<file path="src/design/setup_text_tokenizer_assert.svh">
// assertion macros for the setup text tokenizer
// no dependencies; included by the top level only
`ifndef SETUP_TEXT_TOKENIZER_ASSERT_SVH
`define SETUP_TEXT_TOKENIZER_ASSERT_SVH

// same-cycle implication, disabled during reset
`define STT_ASSERT_NOW(label, clk, rst_n, ante, cons, msg) \
    label: assert property (@(posedge clk) disable iff (!rst_n) (ante) |-> (cons)) \
        else $error(msg);

// next-cycle implication, disabled during reset
`define STT_ASSERT_NEXT(label, clk, rst_n, ante, cons, msg) \
    label: assert property (@(posedge clk) disable iff (!rst_n) (ante) |=> (cons)) \
        else $error(msg);

`endif

</file>
<file path="src/design/stt_pkg.sv">
// types and constants of the setup text tokenizer
// no dependencies; used by setup_text_tokenizer
package stt_pkg;

    localparam int FIFO_DEPTH = 4;
    localparam int PTR_W      = 2;
    localparam int CNT_W      = 3;

    localparam logic [3:0] K_END       = 4'd0;
    localparam logic [3:0] K_OPEN      = 4'd1;
    localparam logic [3:0] K_CLOSE     = 4'd2;
    localparam logic [3:0] K_IDENT_END = 4'd3;
    localparam logic [3:0] K_STR_END   = 4'd4;
    localparam logic [3:0] K_INTEGER   = 4'd5;
    localparam logic [3:0] K_DECIMAL   = 4'd6;
    localparam logic [3:0] K_OTHER     = 4'd7;
    localparam logic [3:0] K_IDENT_CH  = 4'd8;
    localparam logic [3:0] K_STR_CH    = 4'd9;

    localparam logic [7:0] C_SPACE_LIM = 8'd33;
    localparam logic [7:0] C_OPEN      = 8'h5B;
    localparam logic [7:0] C_CLOSE     = 8'h5D;
    localparam logic [7:0] C_MINUS     = 8'h2D;
    localparam logic [7:0] C_POINT     = 8'h2E;
    localparam logic [7:0] C_QUOTE     = 8'h22;
    localparam logic [7:0] C_BSLASH    = 8'h5C;
    localparam logic [7:0] C_NUL       = 8'h00;

    localparam logic [34:0] MAG_MAX = 35'h0_7FFF_FFFF;

    typedef enum logic [6:0] {
        M_IDLE  = 7'b0000001,
        M_IDENT = 7'b0000010,
        M_MINUS = 7'b0000100,
        M_INT   = 7'b0001000,
        M_FRAC  = 7'b0010000,
        M_STR   = 7'b0100000,
        M_ESC   = 7'b1000000
    } t_mode;

    typedef struct packed {
        logic [3:0]  kind;
        logic [7:0]  text_char;
        logic [30:0] magnitude;
        logic        is_negative;
        logic [29:0] frac_mantissa;
        logic [3:0]  frac_count;
        logic        last;
    } t_result;

endpackage

</file>
<file path="src/design/setup_text_tokenizer.sv">
// setup text tokenizer: one byte per cycle in, tokens out through a 4-word queue
// tokens are registered into the queue when their byte is accepted; the output shows the queue head
// throughput: one byte per cycle; input stalls while fewer than two queue slots are free
// reset: synchronous active low; lexer idle, number state cleared, queue empty
// depends on stt_pkg and setup_text_tokenizer_assert.svh
module setup_text_tokenizer #(
    parameter int MAX_FRAC_DIGITS = 9
) (
    input  logic        i_clk,
    input  logic        i_rst_n,
    input  logic        i_valid,
    output logic        o_stall,
    input  logic [7:0]  i_data_byte,
    input  logic        i_end_of_input,
    output logic        o_valid,
    input  logic        i_stall,
    output logic [3:0]  o_kind,
    output logic [7:0]  o_text_char,
    output logic [30:0] o_magnitude,
    output logic        o_is_negative,
    output logic [29:0] o_frac_mantissa,
    output logic [3:0]  o_frac_count,
    output logic        o_last
);

`include "setup_text_tokenizer_assert.svh"

    localparam logic [3:0] FRAC_LIM = 4'(MAX_FRAC_DIGITS);

    stt_pkg::t_mode r_mode, n_mode;
    logic           r_minus, n_minus;
    logic [30:0]    r_int, n_int;
    logic [29:0]    r_frac, n_frac;
    logic [3:0]     r_fcnt, n_fcnt;

    stt_pkg::t_result r_fifo [stt_pkg::FIFO_DEPTH];
    logic [stt_pkg::PTR_W-1:0] r_wr_ptr, r_rd_ptr;
    logic [stt_pkg::CNT_W-1:0] r_count;

    stt_pkg::t_result res0, res1, ires;
    logic has0, has1, ihas, do_idle;
    logic in_acc, out_acc;
    logic [7:0] c;
    logic eof, c_digit, c_letter;
    logic [3:0] dval;
    logic [34:0] int_prod;
    logic [33:0] frac_prod;
    logic [stt_pkg::CNT_W-1:0] push_n;
    stt_pkg::t_result head;

    function automatic stt_pkg::t_result mk(input logic [3:0] k, input logic [7:0] ch);
        stt_pkg::t_result r;
        r = '0;
        r.kind = k;
        r.text_char = ch;
        return r;
    endfunction

    assign in_acc   = i_valid && !o_stall;
    assign out_acc  = o_valid && !i_stall;
    assign o_stall  = r_count > stt_pkg::CNT_W'(stt_pkg::FIFO_DEPTH - 2);
    assign o_valid  = r_count != '0;

    assign c        = i_data_byte;
    assign eof      = i_end_of_input;
    assign c_digit  = (c >= 8'h30) && (c <= 8'h39);
    assign c_letter = ((c >= 8'h61) && (c <= 8'h7A)) || ((c >= 8'h41) && (c <= 8'h5A))
                      || (c == 8'h5F);
    assign dval     = c[3:0];
    assign int_prod = {1'b0, r_int, 3'b000} + {3'b000, r_int, 1'b0} + {31'd0, dval};
    assign frac_prod = {1'b0, r_frac, 3'b000} + {3'b000, r_frac, 1'b0} + {30'd0, dval};

    always_comb begin
        n_mode  = r_mode;
        n_minus = r_minus;
        n_int   = r_int;
        n_frac  = r_frac;
        n_fcnt  = r_fcnt;
        res0    = '0;
        res1    = '0;
        ires    = '0;
        has0    = 1'b0;
        has1    = 1'b0;
        ihas    = 1'b0;
        do_idle = 1'b0;

        case (r_mode)
            stt_pkg::M_IDENT: begin
                if (!eof && (c_letter || c_digit)) begin
                    res0 = mk(stt_pkg::K_IDENT_CH, c);
                    has0 = 1'b1;
                end else begin
                    res0 = mk(stt_pkg::K_IDENT_END, 8'd0);
                    has0 = 1'b1;
                    do_idle = 1'b1;
                end
            end
            stt_pkg::M_MINUS: begin
                if (!eof && c_digit) begin
                    n_int  = {27'd0, dval};
                    n_mode = stt_pkg::M_INT;
                end else begin
                    n_minus = 1'b0;
                    n_int   = '0;
                    n_frac  = '0;
                    n_fcnt  = '0;
                    res0    = mk(stt_pkg::K_OTHER, 8'd0);
                    has0    = 1'b1;
                    do_idle = 1'b1;
                end
            end
            stt_pkg::M_INT: begin
                if (!eof && c_digit) begin
                    n_int = (int_prod > stt_pkg::MAG_MAX) ? stt_pkg::MAG_MAX[30:0]
                                                          : int_prod[30:0];
                end else if (!eof && c == stt_pkg::C_POINT) begin
                    n_frac = '0;
                    n_fcnt = '0;
                    n_mode = stt_pkg::M_FRAC;
                end else begin
                    res0 = mk(stt_pkg::K_INTEGER, 8'd0);
                    res0.magnitude   = r_int;
                    res0.is_negative = r_minus;
                    has0    = 1'b1;
                    n_minus = 1'b0;
                    n_int   = '0;
                    n_frac  = '0;
                    n_fcnt  = '0;
                    do_idle = 1'b1;
                end
            end
            stt_pkg::M_FRAC: begin
                if (!eof && c_digit) begin
                    if (r_fcnt < FRAC_LIM) begin
                        n_frac = frac_prod[29:0];
                        n_fcnt = r_fcnt + 4'd1;
                    end
                end else begin
                    res0 = mk(stt_pkg::K_DECIMAL, 8'd0);
                    res0.magnitude     = r_int;
                    res0.is_negative   = r_minus;
                    res0.frac_mantissa = r_frac;
                    res0.frac_count    = r_fcnt;
                    has0    = 1'b1;
                    n_minus = 1'b0;
                    n_int   = '0;
                    n_frac  = '0;
                    n_fcnt  = '0;
                    do_idle = 1'b1;
                end
            end
            stt_pkg::M_STR: begin
                has0 = 1'b1;
                if (eof || c == stt_pkg::C_NUL) begin
                    n_mode = stt_pkg::M_IDLE;
                    res0   = mk(stt_pkg::K_END, 8'd0);
                end else if (c == stt_pkg::C_QUOTE) begin
                    n_mode = stt_pkg::M_IDLE;
                    res0   = mk(stt_pkg::K_STR_END, 8'd0);
                end else if (c == stt_pkg::C_BSLASH) begin
                    n_mode = stt_pkg::M_ESC;
                    has0   = 1'b0;
                end else begin
                    res0 = mk(stt_pkg::K_STR_CH, c);
                end
            end
            stt_pkg::M_ESC: begin
                has0 = 1'b1;
                if (eof) begin
                    n_mode = stt_pkg::M_IDLE;
                    res0   = mk(stt_pkg::K_END, 8'd0);
                end else begin
                    n_mode = stt_pkg::M_STR;
                    res0   = mk(stt_pkg::K_STR_CH, c);
                end
            end
            default: begin
                do_idle = 1'b1;
            end
        endcase

        if (do_idle) begin
            n_mode = stt_pkg::M_IDLE;
            ihas   = 1'b1;
            if (eof) begin
                ires = mk(stt_pkg::K_END, 8'd0);
            end else if (c < stt_pkg::C_SPACE_LIM) begin
                ihas = 1'b0;
            end else if (c == stt_pkg::C_OPEN) begin
                ires = mk(stt_pkg::K_OPEN, 8'd0);
            end else if (c == stt_pkg::C_CLOSE) begin
                ires = mk(stt_pkg::K_CLOSE, 8'd0);
            end else if (c_letter) begin
                ires   = mk(stt_pkg::K_IDENT_CH, c);
                n_mode = stt_pkg::M_IDENT;
            end else if (c == stt_pkg::C_MINUS) begin
                ihas    = 1'b0;
                n_minus = 1'b1;
                n_int   = '0;
                n_frac  = '0;
                n_fcnt  = '0;
                n_mode  = stt_pkg::M_MINUS;
            end else if (c_digit) begin
                ihas    = 1'b0;
                n_minus = 1'b0;
                n_int   = {27'd0, dval};
                n_frac  = '0;
                n_fcnt  = '0;
                n_mode  = stt_pkg::M_INT;
            end else if (c == stt_pkg::C_QUOTE) begin
                ihas   = 1'b0;
                n_mode = stt_pkg::M_STR;
            end else begin
                ires = mk(stt_pkg::K_OTHER, 8'd0);
            end
            if (has0) begin
                res1 = ires;
                has1 = ihas;
            end else begin
                res0 = ires;
                has0 = ihas;
            end
        end

        if (has1) begin
            res1.last = 1'b1;
        end else begin
            res0.last = 1'b1;
        end
    end

    assign push_n = in_acc ? (stt_pkg::CNT_W'(has0) + stt_pkg::CNT_W'(has1)) : '0;

    always_ff @(posedge i_clk) begin
        if (!i_rst_n) begin
            r_mode   <= stt_pkg::M_IDLE;
            r_minus  <= 1'b0;
            r_int    <= '0;
            r_frac   <= '0;
            r_fcnt   <= '0;
            r_wr_ptr <= '0;
            r_rd_ptr <= '0;
            r_count  <= '0;
        end else begin
            if (in_acc) begin
                r_mode  <= n_mode;
                r_minus <= n_minus;
                r_int   <= n_int;
                r_frac  <= n_frac;
                r_fcnt  <= n_fcnt;
            end
            r_wr_ptr <= r_wr_ptr + push_n[stt_pkg::PTR_W-1:0];
            if (out_acc) begin
                r_rd_ptr <= r_rd_ptr + stt_pkg::PTR_W'(1);
            end
            r_count <= r_count + push_n - stt_pkg::CNT_W'(out_acc);
        end
    end

    always_ff @(posedge i_clk) begin
        if (in_acc && has0) begin
            r_fifo[r_wr_ptr] <= res0;
        end
        if (in_acc && has1) begin
            r_fifo[r_wr_ptr + stt_pkg::PTR_W'(1)] <= res1;
        end
    end

    assign head            = r_fifo[r_rd_ptr];
    assign o_kind          = head.kind;
    assign o_text_char     = head.text_char;
    assign o_magnitude     = head.magnitude;
    assign o_is_negative   = head.is_negative;
    assign o_frac_mantissa = head.frac_mantissa;
    assign o_frac_count    = head.frac_count;
    assign o_last          = head.last;

    `STT_ASSERT_NOW(a_count_bound, i_clk, i_rst_n, 1'b1,
        r_count <= stt_pkg::CNT_W'(stt_pkg::FIFO_DEPTH), "queue count beyond depth")
    `STT_ASSERT_NEXT(a_pop_only, i_clk, i_rst_n, out_acc && !in_acc,
        r_count == $past(r_count) - 3'd1, "queue count did not drop on pop")
    `STT_ASSERT_NEXT(a_eof_idle, i_clk, i_rst_n, in_acc && i_end_of_input,
        r_mode == stt_pkg::M_IDLE, "lexer not idle after end of input")

endmodule

</file>
<file path="config.mk">
export PLATFORM = sky130hd
export DESIGN_NAME = setup_text_tokenizer
export DESIGN_NICKNAME = d
export VERILOG_FILES = /design/src/design/stt_pkg.sv /design/src/design/setup_text_tokenizer.sv
export VERILOG_INCLUDE_DIRS = /design/src /design/src/design
export SDC_FILE = /design/constraint.sdc
export NUM_CORES = 1
export LEC_CHECK = 0
export BUFFER_PORTS_ARGS = -buffer_cell sky130_fd_sc_hd__clkbuf_2
export CORE_UTILIZATION = 31
export DETAILED_ROUTE_END_ITERATION = 6
export PLACE_DENSITY_LB_ADDON = 0.15
export SLEW_MARGIN = 10
export SYNTH_ARGS = -nofsm -noshare
export SYNTH_HDL_FRONTEND = slang
export SYNTH_SLANG_ARGS = --single-unit
</file>
<file path="constraint.sdc">
create_clock -name i_clk -period 6.7 [get_ports i_clk]
set_input_delay 0.67 -clock i_clk [delete_from_list [all_inputs] [get_ports i_clk]]
set_output_delay 0.67 -clock i_clk [all_outputs]
set_load 0.005 [all_outputs]
</file>
[Word-level counts from Yosys, hierarchy flattened]
Memory sizes are Yosys's and may differ from the RTL's. A register that Yosys moved wholly into a read port is not among the register bits.
Index checks and enable logic that the tools add are counted.
Cells by class
  $add $sub $neg: 11
  $lt $le $gt $ge: 10
  reductions and logical operators: 25
  equality and inequality tests: 17
  mux-type cells: 119
Operators with widths (count)
  2-to-1 mux 79 bit: 14
  2-to-1 mux 78 bit: 7
  one-hot mux 79 bit (6 select lines): 1
  2-to-1 mux 31 bit: 12
  2-to-1 mux 30 bit: 11
  one-hot mux 31 bit (3 select lines): 1
  one-hot mux 30 bit (2 select lines): 1
  2-to-1 mux 6 bit: 9
  2-to-1 mux 7 bit: 7
  2-to-1 mux 4 bit: 12
  2-to-1 mux 1 bit: 36
  adder 34 x 32 -> 35 bit: 1
  adder 35 x 4 -> 35 bit: 1
  > comparator 35 x 31 -> 1 bit, second input constant: 1
  equality test 8 x 7 -> 1 bit, second input constant: 4
  adder 30 bit: 1
  adder 30 x 4 -> 30 bit: 1
  one-hot mux 7 bit (4 select lines): 1
  equality test 8 x 6 -> 1 bit, second input constant: 3
  >= comparator 8 x 7 -> 1 bit, second input constant: 2
  less-or-equal comparator 8 x 7 -> 1 bit, second input constant: 2
  logical AND 1 bit: 10
  inequality test 3 bit, second input constant: 3
  >= comparator 8 x 6 -> 1 bit, second input constant: 1
  28 further kinds: 40
Word-level totals
  output and inout port bits: 81
  RAM bits: 316
  flip-flop bits (word level): 80
  bits of input ports: 13
  memories: 1
Memory list
  r_fifo: words 4, width 79, read ports 1, clocked after Yosys merged registers in 1, write ports 2, RTL line setup_text_tokenizer.sv:36  | stt_pkg::t_result r_fifo [stt_pkg::FIFO_DEPTH];

[Logic depth before layout (Yosys ltp)]
  word-level depth: 15
  depth in mapped cells: 18
  depth with buffers taken out: 16

[Least setup slack after synthesis]
Ideal clock, no wire load.
  path kind: input port to flip-flop
  start point: input i_data_byte[3]
  end point: register r_int[29]
  arrival time: 3.979 ns
  slack: 2.602 ns
  stages on the path: 14
  data required time: 6.581 ns
  setup time: 0.119 ns
  path through: buf_2 > inv_1 > fa_1 > fa_1 > nand2b_1 > a21oi_1 > o211ai_1 > a31o_2 > o2111ai_1 > nand3_1 > a2111oi_2 > clkbuf_1 > a21boi_0 > o221a_2
Between the ends
  word-level cells in the longest chain between the ends: 13
Ends and longest elaborated chain
  start, declared: RTL line setup_text_tokenizer.sv:13  | input logic [7:0] i_data_byte,
  adder 35 x 4 -> 35 bit (tied with other cells): RTL line setup_text_tokenizer.sv:70  | assign int_prod = {1'b0, r_int, 3'b000} + {3'b000, r_int, 1'b0} + {31'd0, dval};
  > comparator 35 x 31 -> 1 bit (tied with other cells): RTL line setup_text_tokenizer.sv:114  | n_int = (int_prod > stt_pkg::MAG_MAX) ? stt_pkg::MAG_MAX[30:0]
  2-to-1 mux 31 bit (tied with other cells): RTL line setup_text_tokenizer.sv:114
  2-to-1 mux 31 bit, on equally long branches: RTL line setup_text_tokenizer.sv:113, setup_text_tokenizer.sv:133
  one-hot mux 31 bit (3 select lines): RTL line setup_text_tokenizer.sv:87  | case (r_mode)
  2-to-1 mux 31 bit: RTL line setup_text_tokenizer.sv:203  | end else if (c_digit) begin
  2-to-1 mux 31 bit: RTL line setup_text_tokenizer.sv:196  | end else if (c == stt_pkg::C_MINUS) begin
  2-to-1 mux 31 bit: RTL line setup_text_tokenizer.sv:193  | end else if (c_letter) begin
  2-to-1 mux 31 bit: RTL line setup_text_tokenizer.sv:191  | end else if (c == stt_pkg::C_CLOSE) begin
  2-to-1 mux 31 bit: RTL line setup_text_tokenizer.sv:189  | end else if (c == stt_pkg::C_OPEN) begin
  2-to-1 mux 31 bit: RTL line setup_text_tokenizer.sv:187  | end else if (c < stt_pkg::C_SPACE_LIM) begin
  2-to-1 mux 31 bit: RTL line setup_text_tokenizer.sv:185  | if (eof) begin
  2-to-1 mux 31 bit *: RTL line setup_text_tokenizer.sv:182  | if (do_idle) begin
  end signal, assigned: RTL line setup_text_tokenizer.sv:248  | r_int <= n_int;
  end, declared: RTL line setup_text_tokenizer.sv:32  | logic [30:0] r_int, n_int;
Every way passes the cells marked *; elsewhere a longest branch is shown, timed or not.
A chain may end at the register's enable or synchronous reset.

[Final worst setup path]
  start point: input i_data_byte[3]
  end point: register r_int[18]
Same word-level chain as after synthesis.

==> out/results.ini <==
[run_status]
outcome=complete, no violations

[critical_path]
path_cells=clkbuf_2 -> inv_1 -> fa_1 -> fa_1 -> nand2b_1 -> a21oi_1 -> o211ai_1 -> a22oi_1 -> o211ai_1 -> a21oi_1 -> a2111oi_2 -> buf_4 -> nor2b_1 -> buf_4 -> a221o_1
crit_cells=15
max_stage_delay_ns=0.63
critPathLaunch=i_data_byte[3]
crit_fanout=14
path_buf_inv=4
r2r-start=r_int[2]
cp-start-kind=input port
crit_required_ns=7.22
slowest_stage=nor2b_1
reg2reg_depth=14
path_delay_family=compound AO/OA/AOI/OAI gates
crit_end=r_int[18]
cp.arrival_ns=5.04
rrSetupSlack_ns=2.29
critPathCaptureType=register
r2r-end=r_int[18]
critPathKind=input port to register

[yosys]
synthCells=2162
ys.flop_type=dfxtp_1
yosys_warnings=0
synthTopCellsByArea=dfxtp_1 34%, mux4_2 8.7%, edfxtp_1 7.6%, o21ai_0 7.5%, ha_1 7.4%
syn_nets=2302
synthDistinctLibCells=84
synth_edf_count=52
synth-simple-area-share=0.168
synth_top_cell_area_share=0.338
synth.area.mux_share=0.0887
yosys_register_bits=398
synth_compound_area_frac=0.183
ys_seq_area_frac=0.414
syn_area_um2=20500
avgSynthCellArea_um2=9.49
synth-adder-area-share=0.0793
synthXorXnorAreaFrac=0.0265
synth_top_family_by_area=compound AO/OA/AOI/OAI gates
postSynth.asyncResetShare=0
synth_largest_area_cell=dfxtp_1

[sta]
tightest_slew_ns=1.02
rsz0062_at_grt=no
fmax_ghz=0.221
maxSlewViolCount=0
relSlewSlack=0.320
setup-violations-final=0
hold_viol_final=0
fin_crit_ns=4.52
final.setup.worst_slack_ns=2.18
hold_ws_ns=0.459
min_period_over_period=0.675
setup-tns-final_ns=0
skew_ns=0.0146

[floorplan]
core_area_um2=64900
start_util=0.316
num_rows=93
ios=94
die_h_um=259
dieArea_um2=67200
dieWidth_um=259

[final_layout]
diodes=0
instances_no_fill=3052
drive_above_1_share=0.140
fin_area_um2=23000
nFillCells=6654
area_growth_pct=12.2
post-route-util=0.354
nNetsFinal=2304

[power_and_ir_drop]
p_int_mw=4.11
powerDensity_nw_per_um2=249
power_leakage_nw=8.77
switching_share=0.284
power.switching_mw=1.63
pwr-share-clk=0.414
p_total_mw=5.74
ir_drop_mv=0.166
p_seq_frac=0.455
p_comb_frac=0.131

[cts]
cts_sinks=398
clk_latency_ns=0.58
tritoncts=yes
ctsHoldBuffers=0
cts_resized=0
cts_buffer_depth=3
cts_root_buf=clkbuf_16
path_clk_slew_ns=0.06
htree_levels=2
cts_buffers=46
post-cts-setup-buffer-count=0

[global_routing]
overflow=0
first_global_vias=16551
grt_start_max_net_pins=141
antenna_found_initial=1
grt_pass1_wl_um=98800
grt_usage=0.185

[place]
port_buffers=93
dp.cells=2971
routabilityCongestion=0.851
dp_hpwl_um=41100
post-place-ws_ns=1.67
dpl_cell_area_um2=21600

[routing]
vias=16775
drc=0
wl_per_cell_um=20.4
via_per_inst=5.50
firstDrtPassIters=5
drtAntennaViolNets=0
drt_first_iter_violations=982
drt-total-wl_um=62300

[hold_path]
hold_class=register to register
whs_path_depth=2

[flow_run]
maxCapViolCount=0

## cell usage after synthesis (9+ instances only)
| library cell | number |
|---|---|
| dfxtp_1 | 346 |
| o21ai_0 | 306 |
| nand3_1 | 304 |
| ha_1 | 122 |
| nand2_1 | 121 |
| clkbuf_1 | 106 |
| nor2_1 | 91 |
| mux4_2 | 79 |
| a21oi_1 | 72 |
| edfxtp_1 | 52 |
| buf_2 | 44 |
| xnor2_1 | 38 |
| and2_1 | 33 |
| a21o_1 | 32 |
| a22oi_1 | 28 |
| inv_1 | 28 |
| o21ai_1 | 27 |
| nor3_1 | 24 |
| xor2_1 | 24 |
| a221o_1 | 20 |
| and3_1 | 17 |
| a31oi_1 | 16 |
| nand2b_1 | 15 |
| o22ai_1 | 15 |
| a211oi_1 | 11 |
| buf_1 | 11 |
| nor2b_1 | 11 |
| o21a_1 | 11 |
| o211ai_1 | 9 |
## per-layer routing
metal  vias to the layer above  global-route usage  wire, µm
met5                         -                   0        13
met4                         2              0.0441      1150
met3                        81              0.0246      2370
met2                       353               0.304     28800
met1                      8253               0.256     29900
li1                       8086                   -         -
## final cells by class
type                       count  area, µm²  share of cell area
sequential                   398       8500               0.369
clock inverter                13       80.1             0.00348
clock buffer                  68       1310              0.0567
multi-input combinational   1569      11300               0.489
tap                          855       1070              0.0465
inverter                      29        109             0.00473
timing repair buffer         120        693              0.0301
## state kept, by name (all words and copies together), names as in the netlist, named ones only
signal and count:
r_fifo 316, r_minus 1, r_frac 30, r_mode 7
r_wr_ptr 2, r_count 3, r_int 31, r_rd_ptr 2
r_fcnt 4
## layout by cell type (no fill, tap or decap), drive strengths merged, types with 8 or more instances in the layout
cell / Yosys / routed
o22ai: 15 / 15
a211oi: 12 / 12
xor2: 24 / 24
clkinv: 1 / 11
xnor2: 38 / 38
inv: 28 / 30
nand2: 121 / 121
ha: 122 / 122
nor4: 8 / 8
a21o: 32 / 32
nand4: 8 / 8
mux4: 79 / 79
o211ai: 10 / 10
a31oi: 16 / 16
and3: 17 / 17
and2: 33 / 33
o21ai: 342 / 342
clkbuf: 106 / 161
o21a: 11 / 11
dfxtp: 346 / 346
edfxtp: 52 / 52
nor3: 26 / 26
nor2: 91 / 91
a22oi: 28 / 28
a221o: 20 / 20
or3: 8 / 8
nand2b: 15 / 15
nand3: 305 / 305
a21oi: 73 / 73
nor2b: 11 / 11
buf: 60 / 27
## power groups by stage
| stage | Clock [mW] | Combinational [mW] | Sequential [mW] |
|---|---|---|---|
| 5_1_grt | 2.53 | 0.821 | 2.63 |
| 3_5_place_dp | 0 | 0.764 | 2.67 |
| 3_3_place_gp | 0 | 0.761 | 2.67 |
| 4_1_cts | 2.44 | 0.766 | 2.62 |
| 2_1_floorplan | 0 | 0.599 | 2.55 |
| 6_report | 2.37 | 0.754 | 2.61 |
## logic make-up after synthesis
kind of cell | count (synthesis)
XOR/XNOR | 62
multiplexers | 83
buffers and inverters | 195
AND/OR/NAND/NOR | 682
adder cells (fa/ha/maj) | 127
AO/OA/AOI/OAI | 615
flip-flops | 398
## worst min-delay path by stage
stage / end / slack, ns / startpoint
after global placement: r_fifo[2][56] / 0.44 / r_fifo[2][56]
after detailed placement: r_fifo[2][62] / 0.45 / r_fifo[2][62]
after global routing: r_fifo[2][54] / 0.48 / r_fifo[2][54]
final: r_fifo[1][66] / 0.46 / r_fifo[1][66]
after CTS: r_fifo[3][62] / 0.46 / r_fifo[3][62]
after floorplan: r_fifo[2][53] / 0.44 / r_fifo[2][53]
## worst register-to-register path: cells and delay by family, from the launching register on
family / cells / cell delay [ns]
buf+inv: 3 / 0.64
simple gates: 2 / 0.81
fa+ha+maj: 2 / 0.97
flops: 1 / 0.48
compound gates: 7 / 1.47
No activity file was read; power rests on OpenSTA's default activity.
